<file path="config.mk">
export PLATFORM = sky130hd
export DESIGN_NAME = pa_decode
export DESIGN_NICKNAME = d
export VERILOG_FILES = /design/src/rtl/core/pa_pkg.sv /design/src/rtl/core/pa_decode.sv
export SDC_FILE = /design/constraint.sdc
export NUM_CORES = 1
export LEC_CHECK = 0
export BUFFER_PORTS_ARGS = -buffer_cell sky130_fd_sc_hd__buf_4
export CAP_MARGIN = 20
export CORE_AREA = 2 2 66 131
export DETAILED_ROUTE_END_ITERATION = 8
export DIE_AREA = 0 0 68 133
export GPL_ROUTABILITY_DRIVEN = 0
export PLACE_DENSITY_LB_ADDON = 0.05
export SETUP_SLACK_MARGIN = 0.05
export SYNTH_ARGS = -nofsm -noshare
export SYNTH_HDL_FRONTEND = slang
export SYNTH_SLANG_ARGS = --single-unit
export TNS_END_PERCENT = 20
</file>
<file path="constraint.sdc">
create_clock -name vclk -period 9
set_clock_uncertainty 0.15 [all_clocks]
set_input_delay 0.9 -clock vclk [all_inputs]
set_output_delay 0.9 -clock vclk [all_outputs]
set_load 0.01 [all_outputs]
</file>
<file path="src/rtl/core/pa_pkg.sv">
// shared types, constants and codes for the page allocator
package pa_pkg;

  localparam int PAGES      = 1024;
  localparam int PAGE_BYTES = 4096;
  localparam int IDX_W      = $clog2(PAGES);
  localparam int CNT_W      = $clog2(PAGES + 1);
  localparam int OFF_W      = $clog2(PAGE_BYTES);
  localparam int ADDR_W     = 32;
  localparam int NUM_W      = 11;
  localparam int LIM_W      = 11;
  localparam int REF_W      = 16;
  localparam int STAT_W     = 3;
  localparam int CFG_IDX_W  = 1;

  localparam logic [1:0] CMD_ALLOC = 2'd0;
  localparam logic [1:0] CMD_FREE  = 2'd1;
  localparam logic [1:0] CMD_INC   = 2'd2;
  localparam logic [1:0] CMD_DEC   = 2'd3;

  localparam logic [STAT_W-1:0] ST_OK      = 3'd0;
  localparam logic [STAT_W-1:0] ST_NOSPACE = 3'd1;
  localparam logic [STAT_W-1:0] ST_FREED   = 3'd2;
  localparam logic [STAT_W-1:0] ST_BAD     = 3'd3;
  localparam logic [STAT_W-1:0] ST_SAT     = 3'd4;

  localparam logic [CFG_IDX_W-1:0] REG_POOL_BASE  = 1'd0;
  localparam logic [CFG_IDX_W-1:0] REG_BUMP_LIMIT = 1'd1;

  typedef struct packed {
    logic [1:0]        command;
    logic [ADDR_W-1:0] address;
    logic [NUM_W-1:0]  page_count;
  } pa_req_t;

  typedef struct packed {
    logic [ADDR_W-1:0] result_address;
    logic [STAT_W-1:0] status;
    logic [REF_W-1:0]  ref_count;
  } pa_rsp_t;

  typedef struct packed {
    logic             free_ok;
    logic             ref_ok;
    logic [IDX_W-1:0] page_idx;
  } pa_dec_t;

endpackage

</file>
<file path="src/rtl/core/pa_decode.sv">
// address range and alignment checks for free and reference commands
module pa_decode (
  input  pa_pkg::pa_req_t            req,
  input  logic [pa_pkg::ADDR_W-1:0]  pool_base,
  output pa_pkg::pa_dec_t            dec
);

  logic [pa_pkg::ADDR_W-1:0] off;
  logic [pa_pkg::ADDR_W:0]   run_end;
  logic [pa_pkg::ADDR_W:0]   pool_end;
  logic                      below;
  logic                      aligned;

  always_comb begin
    off      = req.address - pool_base;
    below    = req.address < pool_base;
    aligned  = off[pa_pkg::OFF_W-1:0] == '0;
    run_end  = {1'b0, req.address}
             + ((pa_pkg::ADDR_W+1)'(req.page_count) << pa_pkg::OFF_W);
    pool_end = {1'b0, pool_base}
             + ((pa_pkg::ADDR_W+1)'(pa_pkg::PAGES) << pa_pkg::OFF_W);
    dec.free_ok  = (req.page_count != '0) && !below && aligned && (run_end <= pool_end);
    dec.ref_ok   = !below && aligned
                 && ((off >> pa_pkg::OFF_W) < pa_pkg::ADDR_W'(pa_pkg::PAGES));
    dec.page_idx = off[pa_pkg::OFF_W +: pa_pkg::IDX_W];
  end

endmodule

</file>
* Word-level counts from Yosys, hierarchy flattened
Cells that the tools add are included.
Word-level totals: output and inout port bits 12, register bits 0, input bits 77, logic and storage cells 14
Operators by class: add/subtract/negate cells 3, magnitude comparators 3, reduce and logical (&&, ||, !) cells 8
Operators with widths (number):
- adder 32 x 23 -> 33 bit | 1
- adder 32 x 23 -> 33 bit, second input constant | 1
- <= comparator 33 bit | 1
- < comparator 32 bit | 1
- subtractor 32 bit | 1
- < comparator 20 x 11 -> 1 bit, second input constant | 1
- logical NOT 12 bit | 1
- nonzero test 11 bit | 1
- logical AND 1 bit | 5
- logical NOT 1 bit | 1

* Logic depth before layout (Yosys ltp)
Gate-level depths: netlist of run 1.
depth in word-level cells 5, gate-level depth with buffers 22, depth with buffers taken out 22

* Least setup slack after synthesis of run 1
No wires, ideal clock.
path kind input port to output port, start in req[0] (netlist name), end out dec[11] (netlist name), required time 7950 ps, cell stages on the path 20, buffers on the path 0, slack 3463 ps, arrival time 4487 ps, cell sequence ha_1 inv_1 fa_1 nor2b_1 o21ai_0 a21boi_0 o21ai_0 a21oi_1 o2111ai_1 a31oi_1 o21ai_0 xnor2_1 ha_1 nand4_1 nor2_1 nand2_1 nor2_1 nand4_1 or4_1 a211oi_1
RTL lines:
- from (decl) | line pa_decode.sv:3 | input pa_pkg::pa_req_t req,
- to (decl) | line pa_decode.sv:5 | output pa_pkg::pa_dec_t dec

==> run_results.csv, run 1 <==
group,metric,value,unit
run_status,outcome,"finished, final reports clean",
global_route,grt_pass1_vias,3669,
global_route,overflow,0,
routing,vias,3865,
yosys,synth_area,0.003379,mm2
floorplanning,core_area,0.008115,mm2
sta,rsz0062_at_grt,"no",
layout,regArea,0,um2
global_route,grt_start_max_net_pins,15,
worst_setup_path,critPathLaunchType,"input port",
sta,slew_headroom,55.08,%
yosys,synthTopCellsByCount,"65 x ha_1, 53 x a21oi_1, 51 x inv_1",
placed_design,io_buffer_count,87,
global_route,met3_usage,0.5952,%
worst_setup_path,crit_fanout,6,
sta,hold_viol,0,
yosys,yosysMostFrequentCell,"ha_1",
yosys,yosysUniqueCellTypes,54,
floorplanning,fp-row-count,47,
yosys,ys_top_cells_by_area,"ha_1 24%, xnor2_1 8.6%, a21oi_1 7.8%, inv_1 5.7%, nor2_1 5.2%",
clock_network,post-cts-setup-buffers,0,
layout,drive_above_1_share,15.53,%
yosys,yosysTopAreaCellShare,24.07,%
global_route,gr-usage-all-layers,21.90,%
routing,antenna_left,0,
placed_design,placed_area,0.004084,mm2
power,powerDensity,69.37,mW/mm2
floorplanning,io-pin-count,89,
worst_setup_path,cp.arrival,5360,ps
layout,design_area,0.004084,mm2
routing,postRouteWirelength,9925,um
min_path,hold_class,"in -> out",
sta,setup_violations,0,
layout,diodes,0,
placed_design,dp.final_hpwl,8701,um
sta,tightest_slew,666.7,ps
global_route,grt_pass1_wl,16240,um
global_route,busiest_layer,"met2",
floorplanning,initial_core_util,41.64,%
power,power.leakage,1.958,nW
layout,post-route-util,50.32,%
clock_network,postCtsHoldBufs,0,
layout,clockBufferCount,0,
routing,drt_iter0_markers,177,
routing,first_pass_iters,4,
global_route,grt_util_met1,29.22,%
global_route,met2_usage,38.73,%
worst_setup_path,worstPathRequired,7950,ps
worst_setup_path,path_class,"in -> out",
yosys,synth-seq-area-share,0,%
layout,syn_to_final_growth,20.84,%
yosys,netlist_instances,517,
global_route,antenna_found_initial,0,
floorplanning,die_h,133,um
layout,nets,732,
yosys,avgSynthCellArea,6.537,um2
sta,finalMaxSlewViolations,0,
floorplanning,die_w,68,um
job,max_cap_violations,0,
yosys,synth_top_area_cell,"ha_1",
worst_setup_path,cp-end-kind,"primary output",
routing,wl_per_cell,14.51,um
clock_network,cts.repair.resized,0,
routing,viasPerCell,5.651,
yosys,synth_nets,661,
min_path,hold_depth,4,
layout,design.seq.count,0,
routing,drc,0,
sta,timing.fmax,155.9,MHz
power,worst_ir_drop_vdd,0.00003240,V
sta,fin_crit_sh,71.26,%
yosys,synth_warnings,0,
sta,period_minus_slack,6414,ps
floorplanning,die_area,0.009044,mm2
sta,setup-tns-final,0,ps
==> stage by stage <==
stage / hold WS (ps) / total power, mW / cells / setup WS [ps]
2_1_floorplan: 1946 / 0.1898 / 517 / 3463
3_5_place_dp: 2176 / 0.2818 / 684 / 2559
5_1_grt: 2221 / 0.3182 / 684 / 2243
6_report: 2168 / 0.2833 / 684 / 2586
4_1_cts: 2176 / 0.2836 / 684 / 2565
3_3_place_gp: 2182 / 0.2812 / 684 / 2657
==> routing by layer <==
layer / vias to the layer above / part of all wire, %
met2: 79 / 50
li1: 2024 / -
met5: - / 0
met4: 0 / 1.8
met1: 1752 / 44
met3: 10 / 4.2
==> layout make-up <==
cell class	instances	area (um2)
Inverter	51	191.4
Timing Repair Buffer	87	653.1
Tap cell	98	122.6
Fill cell	875	4031
Multi-Input combinational cell	448	3117
==> critical path, cell delays in order <==
cell and delay, ps:
buf_4 90, ha_1 160, inv_1 50, fa_1 390, nor2b_1 120, o21ai_0 120
a21boi_0 240, o21ai_0 140, a21oi_1 260, o2111ai_1 170, a31oi_1 460, o21ai_0 180
xnor2_1 160, ha_1 280, nand3_1 90, nor2_1 110, nand2_1 80, nor2_1 230
nand4_1 180, or4_1 520, a211oi_1 260, buf_4 170
==> path summary, 6_finish.rpt <==
path,startpoint,end,slack (ps)
worst max-delay path,req[0],dec[11],2590
worst min-delay path,req[8],dec[11],2170
==> kinds of logic after synthesis <==
group	Yosys count	share of synthesized area, %
adder cells (fa/ha/maj)	67	25.25
AO/OA/AOI/OAI	162	30.25
buffers and inverters	69	7.775
XOR/XNOR	43	11.14
multiplexers	2	0.5924
AND/OR/NAND/NOR	174	24.99
==> report_power, final <==
| group | switching [mW] | internal, mW | total, mW |
|---|---|---|---|
| Sequential | 0 | 0 | 0 |
| Clock | 0 | 0 | 0 |
| Combinational | 0.155 | 0.128 | 0.283 |
| Total | 0.155 | 0.128 | 0.283 |
==> cells in the final DEF (no fill, tap or decap), types with 3 or more instances in the layout <==
master     count
o21a_1         4
a31oi_1        7
or3_1          3
nor2_1        47
o21ai_0       34
o41ai_1        3
o21bai_1       7
and3_1         5
a21oi_1       53
nor2b_1        9
a211oi_1       7
a21o_1        12
xnor2_1       33
xor2_1        10
buf_4         87
nand4_1       13
ha_1          65
nand2_1       39
nor4_1         5
nand3_1       22
nand2b_1       9
o2111ai_1      3
and4_1         3
o21ai_1        6
o211ai_1       3
nor3_1        13
inv_1         51
Note: power is estimated with default switching activity, not from simulation.
==> inputs of run 2 (changes only) <==
clock period = 6.2 ns   (was 9 ns; I/O delays follow)
==> run_results.csv, run 2 (synthesis gave the netlist of run 1 again) <==
group,metric,value,unit
run_status,outcome,"finished, final reports clean",
layout,syn_to_final_growth,21.07,%
job,max_cap_violations,0,
worst_setup_path,critPathCapture,"dec[11]",
worst_setup_path,cp.arrival,4900,ps
floorplanning,die_area,0.009044,mm2
layout,regArea,0,um2
clock_network,post-cts-setup-buffers,0,
routing,first_pass_iters,5,
global_route,grt_pass1_vias,3597,
sta,rsz0062_at_grt,"no",
layout,fin_cells,685,
worst_setup_path,critPathLaunchType,"input port",
worst_setup_path,cp-end-kind,"primary output",
placed_design,io_buffer_count,87,
worst_setup_path,crit_fanout,6,
layout,design_area,0.004091,mm2
sta,finalMaxSlewViolations,0,
global_route,grt_pass1_wl,16260,um
routing,postRouteWirelength,10000,um
floorplanning,die_h,133,um
worst_setup_path,slowest_delay,500,ps
floorplanning,die_w,68,um
layout,final_common_cell,"buf_4",
routing,wl_per_cell,14.60,um
global_route,antenna_found_initial,0,
sta,timing.fmax,176.5,MHz
power,powerDensity,100.7,mW/mm2
floorplanning,core_area,0.008115,mm2
sta,setup-tns-final,0,ps
global_route,gr-usage-all-layers,21.87,%
clock_network,postCtsHoldBufs,0,
layout,post-route-util,50.42,%
layout,clockBufferCount,0,
power,power.leakage,1.963,nW
worst_setup_path,crit_start,"req[0]",
sta,fin_crit_sh,91.38,%
layout,diodes,0,
placed_design,placed_area,0.004091,mm2
routing,vias,3834,
routing,drt_iter0_markers,113,
worst_setup_path,worstPathRequired,5430,ps
layout,drive_above_1_share,15.67,%
floorplanning,fp-row-count,47,
floorplanning,initial_core_util,41.64,%
placed_design,dp.final_hpwl,8683,um
sta,tightest_slew,700.5,ps
sta,setup_violations,0,
layout,design.seq.count,0,
layout,fillers,877,
sta,hold_viol,0,
global_route,grt_start_max_net_pins,15,
placed_design,place_inst,685,
worst_setup_path,path_cells,"buf_4 -> ha_1 -> inv_1 -> fa_1 -> nor2b_1 -> o21ai_0 -> a21boi_0 -> o21ai_0 -> a21oi_1 -> o2111ai_1 -> a31oi_1 -> buf_4 -> o21ai_0 -> xnor2_1 -> ha_1 -> nand3_1 -> nor2_1 -> nand2_1 -> nor2_1 -> nand4_1 -> or4_1 -> a211oi_1 -> buf_4",
worst_setup_path,path_class,"in -> out",
floorplanning,io-pin-count,89,
min_path,hold_class,"in -> out",
global_route,overflow,0,
worst_setup_path,cp_slowest_cell,"or4_1",
sta,slew_headroom,52.81,%
sta,period_minus_slack,5666,ps
routing,viasPerCell,5.597,
layout,nets,733,
layout,final_cell_mix,"88 x buf_4, 65 x ha_1, 53 x a21oi_1, 51 x inv_1, 47 x nor2_1",
power,worst_ir_drop_vdd,0.00004706,V
routing,antenna_left,0,
sta,hold_ws,1635,ps
clock_network,cts.repair.resized,0,
routing,drc,0,
## run 2: power breakdown
group	total, mW	switching [mW]	internal (mW)	leakage, nW
clock network	0	0	0	0
registers	0	0	0	0
logic	0.412	0.225	0.187	1.96
total	0.412	0.225	0.187	1.96
## run 2: worst max-delay path: cells and delay by family
family	cells	cell delay (ps)
buffers and inverters	4	490
and+or+nand+nor	7	1280
adders and majority gates	3	830
xor gates and xnor gates	1	160
AOI/OAI and AO/OA	8	1560
## run 2: area by class of cell
cell class | count | area [um2] | area share, %
well taps | 98 | 122.6 | 2.997
multi-input cells | 448 | 3117 | 76.18
repair buffers | 88 | 660.6 | 16.15
inverters | 51 | 191.4 | 4.679
## run 2: worst min-delay path by stage
stage	cells past startpoint	end	from	slack, ps
3_3_place_gp	4	dec[11]	req[7]	1620
6_report	4	dec[11]	req[9]	1630
5_1_grt	4	dec[11]	req[9]	1660
4_1_cts	4	dec[11]	req[8]	1620
2_1_floorplan	2	dec[0]	req[23]	1390
3_5_place_dp	4	dec[11]	req[8]	1620
## run 2: layer usage
layer | share of wire, % | vias up | global-route usage [%]
li1 | - | 2025 | -
met1 | 46 | 1705 | 29.48
met2 | 48 | 94 | 38.40
met3 | 3.7 | 10 | 0.1701
met4 | 2.0 | 0 | 3.778
met5 | 0 | - | 0
## run 2: metrics by stage
stage	worst slack, ps	total power [mW]
6_report	534.2	0.4121
2_1_floorplan	1223	0.2756
4_1_cts	550.1	0.4119
3_3_place_gp	630.8	0.4095
5_1_grt	145.0	0.4625
3_5_place_dp	562.7	0.4092
==> inputs of run 3 (changes only) <==
ABC_AREA = 1   (was not set)
CORE_AREA = 2 2 71 140   (was 2 2 66 131)
DIE_AREA = 0 0 73 142   (was 0 0 68 133)
==> run_results.csv, run 3 <==
group,metric,value,unit
clock_network,post-cts-setup-buffers,0,
layout,final_cell_mix,"242 x nand2_1, 137 x inv_1, 87 x buf_4, 65 x ha_1, 64 x nor2_1",
worst_setup_path,path_cells,"buf_4 -> ha_1 -> inv_1 -> fa_1 -> o221ai_1 -> nand3_1 -> nand2_1 -> nand3_1 -> nand2_1 -> nand2_1 -> nor3b_1 -> ha_1 -> nand2_1 -> nor2_1 -> nand4_1 -> nor4_1 -> nand4_1 -> nand3_1 -> a21oi_1 -> buf_4",
sta,setup_violations,0,
layout,drive_above_1_share,13.97,%
floorplanning,initial_core_util,41.60,%
power,power.leakage,2.771,nW
worst_setup_path,cp-end-kind,"primary output",
global_route,antenna_found_initial,0,
clock_network,postCtsHoldBufs,0,
job,max_cap_violations,0,
placed_design,dp.final_hpwl,11870,um
layout,design.seq.count,0,
routing,vias,4755,
sta,rsz0062_at_grt,"no",
global_route,grt_pass1_vias,4743,
layout,syn_to_final_growth,20.20,%
routing,antenna_left,0,
worst_setup_path,path_delay_family,"simple AND/OR/NAND/NOR gates",
layout,final_common_cell,"nand2_1",
yosys,synth_area,0.003877,mm2
worst_setup_path,critPathLaunchType,"input port",
worst_setup_path,worstPathRequired,5430,ps
routing,drt_iter0_markers,125,
clock_network,cts.repair.resized,0,
worst_setup_path,cp.arrival,4130,ps
floorplanning,die_h,142,um
layout,fillers,1051,
yosys,ys_top_cells_by_area,"nand2_1 23%, ha_1 21%, inv_1 13%, nor2_1 6.2%, nand3_1 5.9%",
yosys,yosysMostFrequentCell,"nand2_1",
layout,fin_cells,920,
sta,hold_ws,1646,ps
routing,viasPerCell,5.168,
layout,nets,962,
sta,finalMaxSlewViolations,0,
yosys,synth-seq-area-share,0,%
worst_setup_path,crit_buf_inv,3,
global_route,met3_usage,0.9207,%
global_route,grt_pass1_wl,20510,um
routing,first_pass_iters,4,
global_route,busiest_layer,"met2",
yosys,avgSynthCellArea,5.319,um2
global_route,grt_start_max_net_pins,8,
yosys,synth_warnings,0,
yosys,synth_nets,873,
routing,wl_per_cell,13.94,um
yosys,synthTopCellsByCount,"242 x nand2_1, 137 x inv_1, 65 x ha_1",
run_status,outcome,"finished, final reports clean",
sta,setup-tns-final,0,ps
worst_setup_path,crit_top_cell,"nand2_1",
yosys,netlist_instances,729,
global_route,overflow,0,
sta,timing.fmax,204.0,MHz
worst_setup_path,cp_slowest_cell,"nor4_1",
floorplanning,die_area,0.01037,mm2
placed_design,io_buffer_count,87,
global_route,met2_usage,51.78,%
global_route,gr-usage-all-layers,25.00,%
routing,drc,0,
yosys,synth_top_area_cell,"nand2_1",
sta,hold_viol,0,
yosys,yosysUniqueCellTypes,32,
min_path,hold_class,"in -> out",
sta,period_minus_slack,4902,ps
yosys,yosysTopAreaCellShare,23.43,%
floorplanning,die_w,73,um
routing,postRouteWirelength,12820,um
layout,regArea,0,um2
worst_setup_path,slowest_delay,440,ps
floorplanning,fp-row-count,50,
floorplanning,io-pin-count,89,
layout,clockBufferCount,0,
power,powerDensity,98.58,mW/mm2
worst_setup_path,crit_start,"req[23]",
power,power,0.4594,mW
worst_setup_path,crit_fanout,3,
placed_design,place_inst,920,
sta,tightest_slew,492.8,ps
worst_setup_path,path_class,"in -> out",
global_route,grt_util_met1,21.38,%
sta,slew_headroom,66.85,%
sta,fin_crit_sh,79.07,%
power,worst_ir_drop_vdd,0.00005627,V
floorplanning,core_area,0.009321,mm2
min_path,hold_start,"req[7]",
layout,diodes,0,
## run 3: cell types whose count changed after synthesis, moves of 10 or more
cell      previous run  this run
inv_1               51       137
clkbuf_1            15         0
xnor2_1             33        14
a21o_1              12         2
nand2_2              0        10
nand3_1             22        46
nor2_1              47        64
nand2_1             39       242
a21oi_1             53        43
o21ai_0             34        10
xor2_1              10        23
## run 3: cell type report
class,count,area [um2],share of cell area (%)
Inverter,143,536.8,11.52
Tap cell,104,130.1,2.792
Timing Repair Buffer,87,653.1,14.01
Multi-Input combinational cell,586,3341,71.68
## run 3: final timing paths
kind	cells after the start	slack, ps	endpoint
max	20	1300	dec[11]
min	6	1650	dec[11]
## run 3: cell families after synthesis
logic type      count (synthesis)  synth area share, %
simple gates                  408                44.92
buf+inv                       143                13.84
compound gates                 74                10.88
fa+ha+maj                      67                22.01
xor+xnor                       37                8.358
## run 3: worst min-delay path, cell delays in order
cell and delay [ps]:
buf_4 80, nor4_1 40, nand3_1 80, nand2_1 60, a21oi_1 150, buf_4 140
## run 3: stage by stage
step | instance area (um2) | setup WS [ps] | util (%)
after CTS | 4661 | 1226 | 50.00
final | 4661 | 1298 | 50.00
after floorplan | 3877 | 2254 | -
after global placement | 4661 | 1339 | 50.00
after detailed placement | 4661 | 1240 | 50.00
after global routing | 4661 | 865.2 | 50.00
## run 3: power breakdown
group	total [mW]	internal [mW]	switching, mW
Combinational	0.459	0.185	0.274
Clock	0	0	0
Sequential	0	0	0
Total	0.459	0.185	0.274
## run 3: per-layer routing
metal | wire [um] | vias to the layer above
met1 | 4153 | 2072
met3 | 350 | 53
met2 | 7297 | 131
met4 | 1021 | 0
met5 | 0 | -
li1 | - | 2499
